### config.mk
export PLATFORM = sky130hd
export DESIGN_NAME = pbc_ctrl
export DESIGN_NICKNAME = d
export VERILOG_FILES = /design/src/hw/rtl/pbc_pkg.sv /design/src/hw/rtl/pbc_ctrl.sv
export SDC_FILE = /design/constraint.sdc
export NUM_CORES = 1
export LEC_CHECK = 0
export BUFFER_PORTS_ARGS = -buffer_cell sky130_fd_sc_hd__buf_2
export CORE_UTILIZATION = 39
export DETAILED_ROUTE_END_ITERATION = 10
export PLACE_DENSITY = 0.58
export REMOVE_ABC_BUFFERS = 1
export SYNTH_ARGS = -nofsm -noshare
export SYNTH_HDL_FRONTEND = slang
export SYNTH_SLANG_ARGS = --single-unit
### constraint.sdc
create_clock -name clk -period 2.36 [get_ports clk]
set_input_delay 0.236 -clock clk [delete_from_list [all_inputs] [get_ports clk]]
set_output_delay 0.236 -clock clk [all_outputs]
set_load 0.005 [all_outputs]
### src/hw/rtl/pbc_pkg.sv
// Shared types, constants and helpers of the disc collision block.
// Used by the controller, the datapath and the top level; depends on nothing.
`default_nettype none

package pbc_pkg;

  // Widths of the result fields that carry an index and a count.
  localparam int IDX_W = 4;
  localparam int CNT_W = 5;

  // Discs reported by one tick at most.
  localparam int REPORT_MAX = 16;

  // Direction components are scaled down until both lie below this limit.
  localparam int DIR_LIMIT = 16384;

  // Input item kinds, carried on tuser.
  typedef enum logic [1:0] {
    ACT_ADD    = 2'd0,
    ACT_REMOVE = 2'd1,
    ACT_TICK   = 2'd2
  } action_t;

  // Configuration register indexes.
  typedef enum logic [2:0] {
    CFG_BOUND_LEFT     = 3'd0,
    CFG_BOUND_TOP      = 3'd1,
    CFG_BOUND_WIDTH    = 3'd2,
    CFG_BOUND_HEIGHT   = 3'd3,
    CFG_DEFAULT_RADIUS = 3'd4
  } cfg_reg_t;

  // One stored disc.
  typedef struct packed {
    logic signed [31:0] cx;
    logic signed [31:0] cy;
    logic signed [31:0] vx;
    logic signed [31:0] vy;
    logic [30:0]        r;
  } disc_t;

  // Datapath operations.
  typedef enum logic [4:0] {
    OP_NOP,
    OP_CAPTURE,
    OP_LOAD_A,
    OP_LOAD_B,
    OP_MUL_POS,
    OP_ADD_POS,
    OP_WALL1,
    OP_WALL2,
    OP_WALL3,
    OP_DIFF,
    OP_MAG,
    OP_GATE,
    OP_SQ_S,
    OP_SQ_X,
    OP_SQ_Y,
    OP_CONTACT,
    OP_NORM,
    OP_DIR,
    OP_N1,
    OP_N2,
    OP_N3,
    OP_P1,
    OP_P2,
    OP_KMUL,
    OP_DIV,
    OP_APPLY
  } dp_op_t;

  // Commands from the controller to the datapath.
  typedef struct packed {
    dp_op_t             op;
    logic               axis;       // 0 selects x, 1 selects y
    logic               wr_b;       // write disc B instead of disc A
    logic               emit;
    logic               emit_zero;  // emit zero centre and velocity
    logic [IDX_W-1:0]   emit_idx;
    logic [CNT_W-1:0]   emit_cnt;
    logic               emit_rej;
    logic               emit_last;
  } dp_cmd_t;

  // Status from the datapath to the controller.
  typedef struct packed {
    logic skip;
    logic far;
    logic norm_busy;
    logic div_busy;
    logic out_free;
  } dp_stat_t;

  // Saturate a wide signed value to the signed 32-bit range.
  function automatic logic signed [31:0] sat32(input logic signed [71:0] v);
    logic signed [31:0] res;
    if (v > 72'sd2147483647) begin
      res = 32'sh7FFF_FFFF;
    end else if (v < -72'sd2147483648) begin
      res = 32'sh8000_0000;
    end else begin
      res = v[31:0];
    end
    return res;
  endfunction

endpackage

`default_nettype wire

### src/hw/rtl/pbc_ctrl.sv
// Controller of the disc collision block: sequences add, remove and tick items.
// Depends on pbc_pkg; drives the datapath through command and status structs.
`default_nettype none

module pbc_ctrl #(
  parameter int MAX_DISCS = 16,
  localparam int IW = (MAX_DISCS > 1) ? $clog2(MAX_DISCS) : 1,
  localparam int CW = $clog2(MAX_DISCS + 1)
) (
  input  wire logic              clk,
  input  wire logic              rst,
  input  wire logic              s_tvalid,
  output logic                   s_tready,
  input  wire logic [1:0]        action,
  input  wire logic [4:0]        remove_count,
  output pbc_pkg::dp_cmd_t       cmd,
  input  wire pbc_pkg::dp_stat_t stat,
  output logic [IW-1:0]          ram_addr,
  output logic                   ram_we,
  output logic                   ram_re
);

  typedef enum logic [5:0] {
    ST_IDLE, ST_ADD, ST_REMOVE,
    ST_MV_RD, ST_MV_LD, ST_MV_MUL, ST_MV_ADD, ST_W1, ST_W2, ST_W3, ST_MV_WR,
    ST_PR_RDA, ST_PR_RDB, ST_PR_LDB, ST_DIFF, ST_MAG, ST_GATE,
    ST_SQS, ST_SQX, ST_SQY, ST_CONTACT, ST_CHK, ST_NORM, ST_DIR,
    ST_N1, ST_N2, ST_N3, ST_P1, ST_P2, ST_KMUL, ST_DIV, ST_WAIT,
    ST_WRA, ST_WRB, ST_NEXT,
    ST_RP_RD, ST_RP_LD, ST_RP_EM
  } state_t;

  state_t        state, state_next;
  logic [CW-1:0] count, count_next;
  logic [CW-1:0] i, i_next;
  logic [CW-1:0] j, j_next;
  logic          axis, axis_next;
  logic [4:0]    rc, rc_next;
  logic [6:0]    shown;

  // Discs reported by a tick.
  assign shown = (7'(count) > 7'(pbc_pkg::REPORT_MAX)) ? 7'(pbc_pkg::REPORT_MAX)
                                                        : 7'(count);

  // Next state, counters and datapath commands.
  always_comb begin
    state_next = state;
    count_next = count;
    i_next     = i;
    j_next     = j;
    axis_next  = axis;
    rc_next    = rc;
    s_tready   = 1'b0;
    ram_addr   = IW'(i);
    ram_we     = 1'b0;
    ram_re     = 1'b0;
    cmd        = '0;
    cmd.op     = pbc_pkg::OP_NOP;
    cmd.axis   = axis;

    case (state)
      ST_IDLE: begin
        s_tready = 1'b1;
        if (s_tvalid) begin
          cmd.op  = pbc_pkg::OP_CAPTURE;
          rc_next = remove_count;
          i_next  = '0;
          case (action)
            pbc_pkg::ACT_ADD:    state_next = ST_ADD;
            pbc_pkg::ACT_REMOVE: state_next = ST_REMOVE;
            pbc_pkg::ACT_TICK:   state_next = (count == '0) ? ST_IDLE : ST_MV_RD;
            default:             state_next = ST_IDLE;
          endcase
        end
      end

      ST_ADD: begin
        if (stat.out_free) begin
          cmd.emit      = 1'b1;
          cmd.emit_last = 1'b1;
          if (7'(count) >= 7'(MAX_DISCS)) begin
            cmd.emit_zero = 1'b1;
            cmd.emit_rej  = 1'b1;
            cmd.emit_cnt  = 5'(count);
          end else begin
            ram_we       = 1'b1;
            ram_addr     = IW'(count);
            cmd.emit_idx = 4'(count);
            cmd.emit_cnt = 5'(count + CW'(1));
            count_next   = count + CW'(1);
          end
          state_next = ST_IDLE;
        end
      end

      ST_REMOVE: begin
        if (stat.out_free) begin
          cmd.emit      = 1'b1;
          cmd.emit_last = 1'b1;
          cmd.emit_zero = 1'b1;
          if (7'(rc) > 7'(count)) begin
            cmd.emit_rej = 1'b1;
            cmd.emit_cnt = 5'(count);
          end else begin
            count_next   = count - CW'(rc);
            cmd.emit_cnt = 5'(count - CW'(rc));
          end
          state_next = ST_IDLE;
        end
      end

      // Move each disc and reflect it off the walls.
      ST_MV_RD: begin
        ram_re     = 1'b1;
        state_next = ST_MV_LD;
      end
      ST_MV_LD: begin
        cmd.op     = pbc_pkg::OP_LOAD_A;
        axis_next  = 1'b0;
        state_next = ST_MV_MUL;
      end
      ST_MV_MUL: begin
        cmd.op     = pbc_pkg::OP_MUL_POS;
        state_next = ST_MV_ADD;
      end
      ST_MV_ADD: begin
        cmd.op     = pbc_pkg::OP_ADD_POS;
        axis_next  = !axis;
        state_next = axis ? ST_W1 : ST_MV_MUL;
      end
      ST_W1: begin
        cmd.op     = pbc_pkg::OP_WALL1;
        state_next = ST_W2;
      end
      ST_W2: begin
        cmd.op     = pbc_pkg::OP_WALL2;
        state_next = ST_W3;
      end
      ST_W3: begin
        cmd.op     = pbc_pkg::OP_WALL3;
        axis_next  = !axis;
        state_next = axis ? ST_MV_WR : ST_W1;
      end
      ST_MV_WR: begin
        ram_we = 1'b1;
        if (i + CW'(1) == count) begin
          i_next     = '0;
          j_next     = CW'(1);
          state_next = (7'(count) < 7'd2) ? ST_RP_RD : ST_PR_RDA;
        end else begin
          i_next     = i + CW'(1);
          state_next = ST_MV_RD;
        end
      end

      // Pair test in index order.
      ST_PR_RDA: begin
        ram_re     = 1'b1;
        state_next = ST_PR_RDB;
      end
      ST_PR_RDB: begin
        ram_re     = 1'b1;
        ram_addr   = IW'(j);
        cmd.op     = pbc_pkg::OP_LOAD_A;
        state_next = ST_PR_LDB;
      end
      ST_PR_LDB: begin
        cmd.op     = pbc_pkg::OP_LOAD_B;
        state_next = ST_DIFF;
      end
      ST_DIFF: begin
        cmd.op     = pbc_pkg::OP_DIFF;
        state_next = ST_MAG;
      end
      ST_MAG: begin
        cmd.op     = pbc_pkg::OP_MAG;
        state_next = ST_GATE;
      end
      ST_GATE: begin
        cmd.op     = pbc_pkg::OP_GATE;
        state_next = ST_SQS;
      end
      ST_SQS: begin
        if (stat.skip) begin
          state_next = ST_NEXT;
        end else begin
          cmd.op     = pbc_pkg::OP_SQ_S;
          state_next = ST_SQX;
        end
      end
      ST_SQX: begin
        cmd.op     = pbc_pkg::OP_SQ_X;
        state_next = ST_SQY;
      end
      ST_SQY: begin
        cmd.op     = pbc_pkg::OP_SQ_Y;
        state_next = ST_CONTACT;
      end
      ST_CONTACT: begin
        cmd.op     = pbc_pkg::OP_CONTACT;
        state_next = ST_CHK;
      end
      ST_CHK: begin
        axis_next  = 1'b0;
        state_next = stat.far ? ST_NEXT : ST_NORM;
      end
      ST_NORM: begin
        if (stat.norm_busy) begin
          cmd.op = pbc_pkg::OP_NORM;
        end else begin
          state_next = ST_DIR;
        end
      end
      ST_DIR: begin
        cmd.op     = pbc_pkg::OP_DIR;
        state_next = ST_N1;
      end
      ST_N1: begin
        cmd.op     = pbc_pkg::OP_N1;
        state_next = ST_N2;
      end
      ST_N2: begin
        cmd.op     = pbc_pkg::OP_N2;
        state_next = ST_N3;
      end
      ST_N3: begin
        cmd.op     = pbc_pkg::OP_N3;
        state_next = ST_P1;
      end
      ST_P1: begin
        cmd.op     = pbc_pkg::OP_P1;
        state_next = ST_P2;
      end
      ST_P2: begin
        cmd.op     = pbc_pkg::OP_P2;
        state_next = ST_KMUL;
      end
      ST_KMUL: begin
        cmd.op     = pbc_pkg::OP_KMUL;
        state_next = ST_DIV;
      end
      ST_DIV: begin
        cmd.op     = pbc_pkg::OP_DIV;
        state_next = ST_WAIT;
      end
      ST_WAIT: begin
        if (!stat.div_busy) begin
          cmd.op     = pbc_pkg::OP_APPLY;
          axis_next  = !axis;
          state_next = axis ? ST_WRA : ST_KMUL;
        end
      end
      ST_WRA: begin
        ram_we     = 1'b1;
        state_next = ST_WRB;
      end
      ST_WRB: begin
        ram_we     = 1'b1;
        ram_addr   = IW'(j);
        cmd.wr_b   = 1'b1;
        state_next = ST_NEXT;
      end
      ST_NEXT: begin
        if (j + CW'(1) < count) begin
          j_next     = j + CW'(1);
          state_next = ST_PR_RDA;
        end else if (i + CW'(2) < count) begin
          i_next     = i + CW'(1);
          j_next     = i + CW'(2);
          state_next = ST_PR_RDA;
        end else begin
          i_next     = '0;
          state_next = ST_RP_RD;
        end
      end

      // Report the discs, at most REPORT_MAX of them, one item each.
      ST_RP_RD: begin
        ram_re     = 1'b1;
        state_next = ST_RP_LD;
      end
      ST_RP_LD: begin
        cmd.op     = pbc_pkg::OP_LOAD_A;
        state_next = ST_RP_EM;
      end
      ST_RP_EM: begin
        if (stat.out_free) begin
          cmd.emit      = 1'b1;
          cmd.emit_idx  = 4'(i);
          cmd.emit_cnt  = 5'(count);
          cmd.emit_last = (7'(i) + 7'd1 == shown);
          i_next        = i + CW'(1);
          state_next    = (7'(i) + 7'd1 == shown) ? ST_IDLE : ST_RP_RD;
        end
      end

      default: state_next = ST_IDLE;
    endcase
  end

  // State and counters.
  always_ff @(posedge clk) begin
    if (rst) begin
      state <= ST_IDLE;
      count <= '0;
      i     <= '0;
      j     <= '0;
      axis  <= 1'b0;
      rc    <= '0;
    end else begin
      state <= state_next;
      count <= count_next;
      i     <= i_next;
      j     <= j_next;
      axis  <= axis_next;
      rc    <= rc_next;
    end
  end

endmodule

`default_nettype wire

# Word level (Yosys, flattened, before mapping)
# Cells that the tools add are included.
# op_classes
addsub,6
n_mul,0
div,0
n_lt_le_gt_ge,6
n_eq_ne,51
n_shift,0
mux,65
bitwise,0
n_reduce_logical,21
# op_table
op,count
$pmux 6 s37,1
$pmux 5 s25,1
$eq 6x5->1 const B,16
$mux 6,13
$mux 5,15
$eq 6x4->1 const B,8
$eq 6x6->1 const B,6
$eq 6x3->1 const B,4
$mux 4,5
$pmux 5 s2,2
$pmux 5 s4,1
$ne 2x2->1 const B,8
$pmux 4 s2,2
$add 5x1->5 const B,3
$pmux 5 s3,1
$mux 13,1
$eq 6x2->1 const B,2
$mux 1,11
$lt 5x5->1,2
$mux 9,1
$pmux 1 s3,3
$reduce_or 2->1,4
$mux 7,1
$add 5x1->6 const B,1
other kinds (29),37
# totals
register_bits,27
latch_bits,0
ramBits,0
mem_bits_ro,0
inputBits,15
out_inout_bits,27
mem_count,0

# Longest topological paths before layout
# depth
depth_word,6
depth_mapped,10

# Worst setup path after synthesis
# OpenSTA, ideal clock, no wires.
# synth_path
path_kind,register to output
start,register count[1]
end,output port cmd[6] (netlist bit)
arrival_time_ns,2.178
required_ns,2.124
slack_ns,-0.054
stages_incl_launch_ff,9
path_buffers,1
cell_sequence,dfxtp_1 > clkbuf_1 > inv_1 > fa_1 > nor2b_1 > o21ai_0 > mux2_2 > a221o_1 > o22ai_1
# synth_lines
item,line,text
from (decl),pbc_ctrl.sv:34,"logic [CW-1:0] count, count_next;"
from (signal assigned),pbc_ctrl.sv:312,count <= count_next;
to (decl),pbc_ctrl.sv:16,"output pbc_pkg::dp_cmd_t cmd,"

==> impl_metrics.env <==
export IMPL_worstSetupEndpointType="output port"
export IMPL_initial_core_util_pct=39.9
export IMPL_synth_edf_count=0
export IMPL_num_vias=4073
export IMPL_worst_slew_pin_transition_ns=0.717
export IMPL_slew_violations=0
export IMPL_power_static_leakage_nw=1.89
export IMPL_power_density_nw_per_um2=784
export IMPL_ys_flop_type="dfxtp_1"
export IMPL_cts_tree="yes"
export IMPL_final_antenna_net_count=0
export IMPL_place_gp_congestion=0.942
export IMPL_die_y_um=96.2
export IMPL_skew_ns=0.00227
export IMPL_required_ns=2.12
export IMPL_io_pins=42
export IMPL_startpoint="count[0]"
export IMPL_pre_cts_ws_ns=-0.0460
export IMPL_nets=594
export IMPL_vias_per_cell=6.12
export IMPL_design_core_area_um2=8680
export IMPL_final_cells=665
export IMPL_min_from="remove_count[1]"
export IMPL_ys_top_cells_by_area="dfxtp_1 (16%), ha_1 (7.2%), a21oi_1 (5.5%)"
export IMPL_r2r_end="i[1]"
export IMPL_hold_violations=0
export IMPL_path_buf_inv=2
export IMPL_relSlewSlack_pct=52.2
export IMPL_maxCapViolCount=0
export IMPL_yosysWarnings=0
export IMPL_crit_fanout=2
export IMPL_rsz0062_at_grt="yes"
export IMPL_grt_pass1_wl_um=18800
export IMPL_grt_overflow=0
export IMPL_outcome="finished with violations"
export IMPL_grt_antenna_before_repair=0
export IMPL_ctsHtreeMaxLevel=1
export IMPL_async_flop_share_pct=0
export IMPL_die_w_um=96.2
export IMPL_setup_viol=5
export IMPL_cts_hold_buf=0
export IMPL_slowest_stage="dfxtp_2"
export IMPL_slowest_delay_ns=0.35
export IMPL_layout_drive_gt1_share_pct=32.5
export IMPL_crit_type="reg2out"
export IMPL_cts_buffers=3
export IMPL_min_to="rc[1]"
export IMPL_firstDrtPassIters=5
export IMPL_wl_per_cell_um=17.7
export IMPL_cts_num_sinks=27
export IMPL_vdd_drop_max_uv=644
export IMPL_fmax_ghz=0.397
export IMPL_hold_path_class="in2reg"
export IMPL_setup_tns_ns=-0.476
export IMPL_failed_checks="negative setup slack"
export IMPL_grt_usage_pct=26.0
export IMPL_area_growth_pct=30.1
export IMPL_yosysTopAreaCellShare_pct=15.6
export IMPL_synth_distinct_cells=74
export IMPL_hold_path_depth=3
export IMPL_cts_root_buf="clkbuf_8"
export IMPL_reg2reg_setup_slack_ns=0.03
export IMPL_grt_pass1_vias=3765
export IMPL_grt_max_degree=36
export IMPL_min_period_ns=2.52
export IMPL_finalCritPeriodShare_pct=107
export IMPL_cts_reportedPaths_clkPinSlew_ns=0.10
export IMPL_hpwlAfterDp_um=8660
export IMPL_path_cells="inv_2, ha_2, fa_2, nor2b_1, o21ai_1, mux2_2, a221o_1, o22ai_1, buf_2"
export IMPL_cp_arrival_ns=2.29
export IMPL_clock_latency_ns=0.28
export IMPL_cts_buffer_depth=2
export IMPL_netlist_area_um2=3460
export IMPL_dp_cells=650
export IMPL_dieArea_um2=9260
export IMPL_drcViolationCount=0
export IMPL_synth_seq_area_share_pct=15.6
export IMPL_yosysTopAreaCell="dfxtp_1"
export IMPL_start_kind="flip-flop"
export IMPL_timing_final_ws_setup_ns=-0.161
export IMPL_port_buffers=41
export IMPL_synth_seq_cells=27
export IMPL_syn_area_per_cell_um2=7.15
export IMPL_reg2reg_depth=10
export IMPL_crit_family="compound AO/OA/AOI/OAI gates"
export IMPL_rows=34
export IMPL_rr_startpoint="i[1]"
export IMPL_synthCells=484
export IMPL_n_antenna_cell=0
export IMPL_drtIter0Drc=332
export IMPL_wl_um=11800
[tightest hold or removal path, cell delays in order]
cell and delay [ns]:
buf_2 0.09, nand3_1 0.06, a21oi_1 0.05
[placed cells by master, fill, tap and decap left out, types with 7 or more instances in the layout]
cell      count
buf_2        40
dfxtp_4       7
o21ai_0      17
nand3b_1     10
nor2b_1       8
nand3_1      23
ha_1         14
mux2i_1       9
a21o_1        9
buf_4        64
xnor2_1       8
a21oi_1      35
nor2_1       36
o21ai_1       8
dfxtp_1      12
nor3_1       15
dfxtp_2       8
inv_1        19
o22ai_1       9
nand2_1      38
a31oi_1      10
[where the power goes]
part | leakage (nW) | switching (W) | internal (W)
sequential | 0.228 | 0.000119 | 0.000532
combinational | 1.64 | 0.00140 | 0.00119
clock | 0.0228 | 0.000166 | 0.000122
total | 1.89 | 0.00168 | 0.00185
[worst max-delay path by stage]
stage             end  slack [ns]  cells past startpoint
2_1_floorplan  cmd[5]       -0.06                      6
3_3_place_gp   cmd[6]        0.03                      9
3_5_place_dp     j[1]       -0.05                      9
4_1_cts        cmd[6]       -0.16                      9
5_1_grt        cmd[6]       -0.33                      9
6_report       cmd[6]       -0.16                      9
[kinds of logic after synthesis]
group | count (synthesis) | share of synthesized area, %
mux | 11 | 3.25
flops | 27 | 15.6
simple gates | 180 | 27.3
fa+ha+maj | 21 | 7.81
compound gates | 164 | 33.5
xor+xnor | 17 | 4.70
buf+inv | 64 | 7.77
[per-stage QoR]
| step | hold slack, ns | power (W) | utilization, % | instance area [µm²] |
|---|---|---|---|---|
| final | 0.194 | 0.00353 | 51.9 | 4500 |
| after global routing | 0.198 | 0.00380 | 51.9 | 4500 |
| after CTS | 0.198 | 0.00338 | 49.8 | 4330 |
| after detailed placement | 0.451 | 0.00292 | 47.1 | 4080 |
| after global placement | 0.444 | 0.00290 | 47.1 | 4080 |
| after floorplan | 0.305 | 0.00205 | - | 3280 |
[per-layer routing]
| layer | GRT usage, % | wire length, µm | vias to the layer above |
|---|---|---|---|
| met1 | 35.4 | 5180 | 1931 |
| met2 | 43.1 | 5580 | 157 |
| li1 | - | - | 1951 |
| met4 | 7.09 | 270 | 0 |
| met5 | 0 | 0 | - |
| met3 | 2.84 | 729 | 34 |
[synthesized netlist by cell type, types with 4 or more instances]
cell / n
xnor2_1: 11
a21oi_1: 38
xor2_1: 5
dfxtp_1: 27
nand2_1: 39
and2_1: 5
a21o_1: 9
or3b_1: 4
ha_1: 20
inv_1: 22
o21ai_1: 7
clkbuf_1: 21
nand3_1: 27
a31oi_1: 10
o211ai_1: 5
o21a_1: 5
nor2_1: 36
nand2b_1: 5
buf_2: 17
a32oi_1: 6
nor3_1: 18
o21ai_0: 21
mux2i_1: 9
a221o_1: 6
a211oi_1: 6
nand3b_1: 10
or3_1: 4
o22ai_1: 9
nor2b_1: 10
[final cells by class]
class	count	area [µm²]
repair buffers	111	777
inverters	22	82.6
multi-input cells	393	2890
clock buffers	4	45.0
flip-flops and latches	27	577
fillers	897	4180
well taps	108	135
[flip-flops by register name, indices dropped and copies added, names as in the netlist]
signal and count:
state 6, count 5, i 5, j 5, rc 5, axis 1
[repair_timing]
item,4_1_cts,5_1_grt
hold endpoints to repair,0,0
endpoints found under the setup margin,19,24
pin swaps,14,11
setup buffers,9,2
resized for setup,40,40
Power figures use the tool's default switching activity.
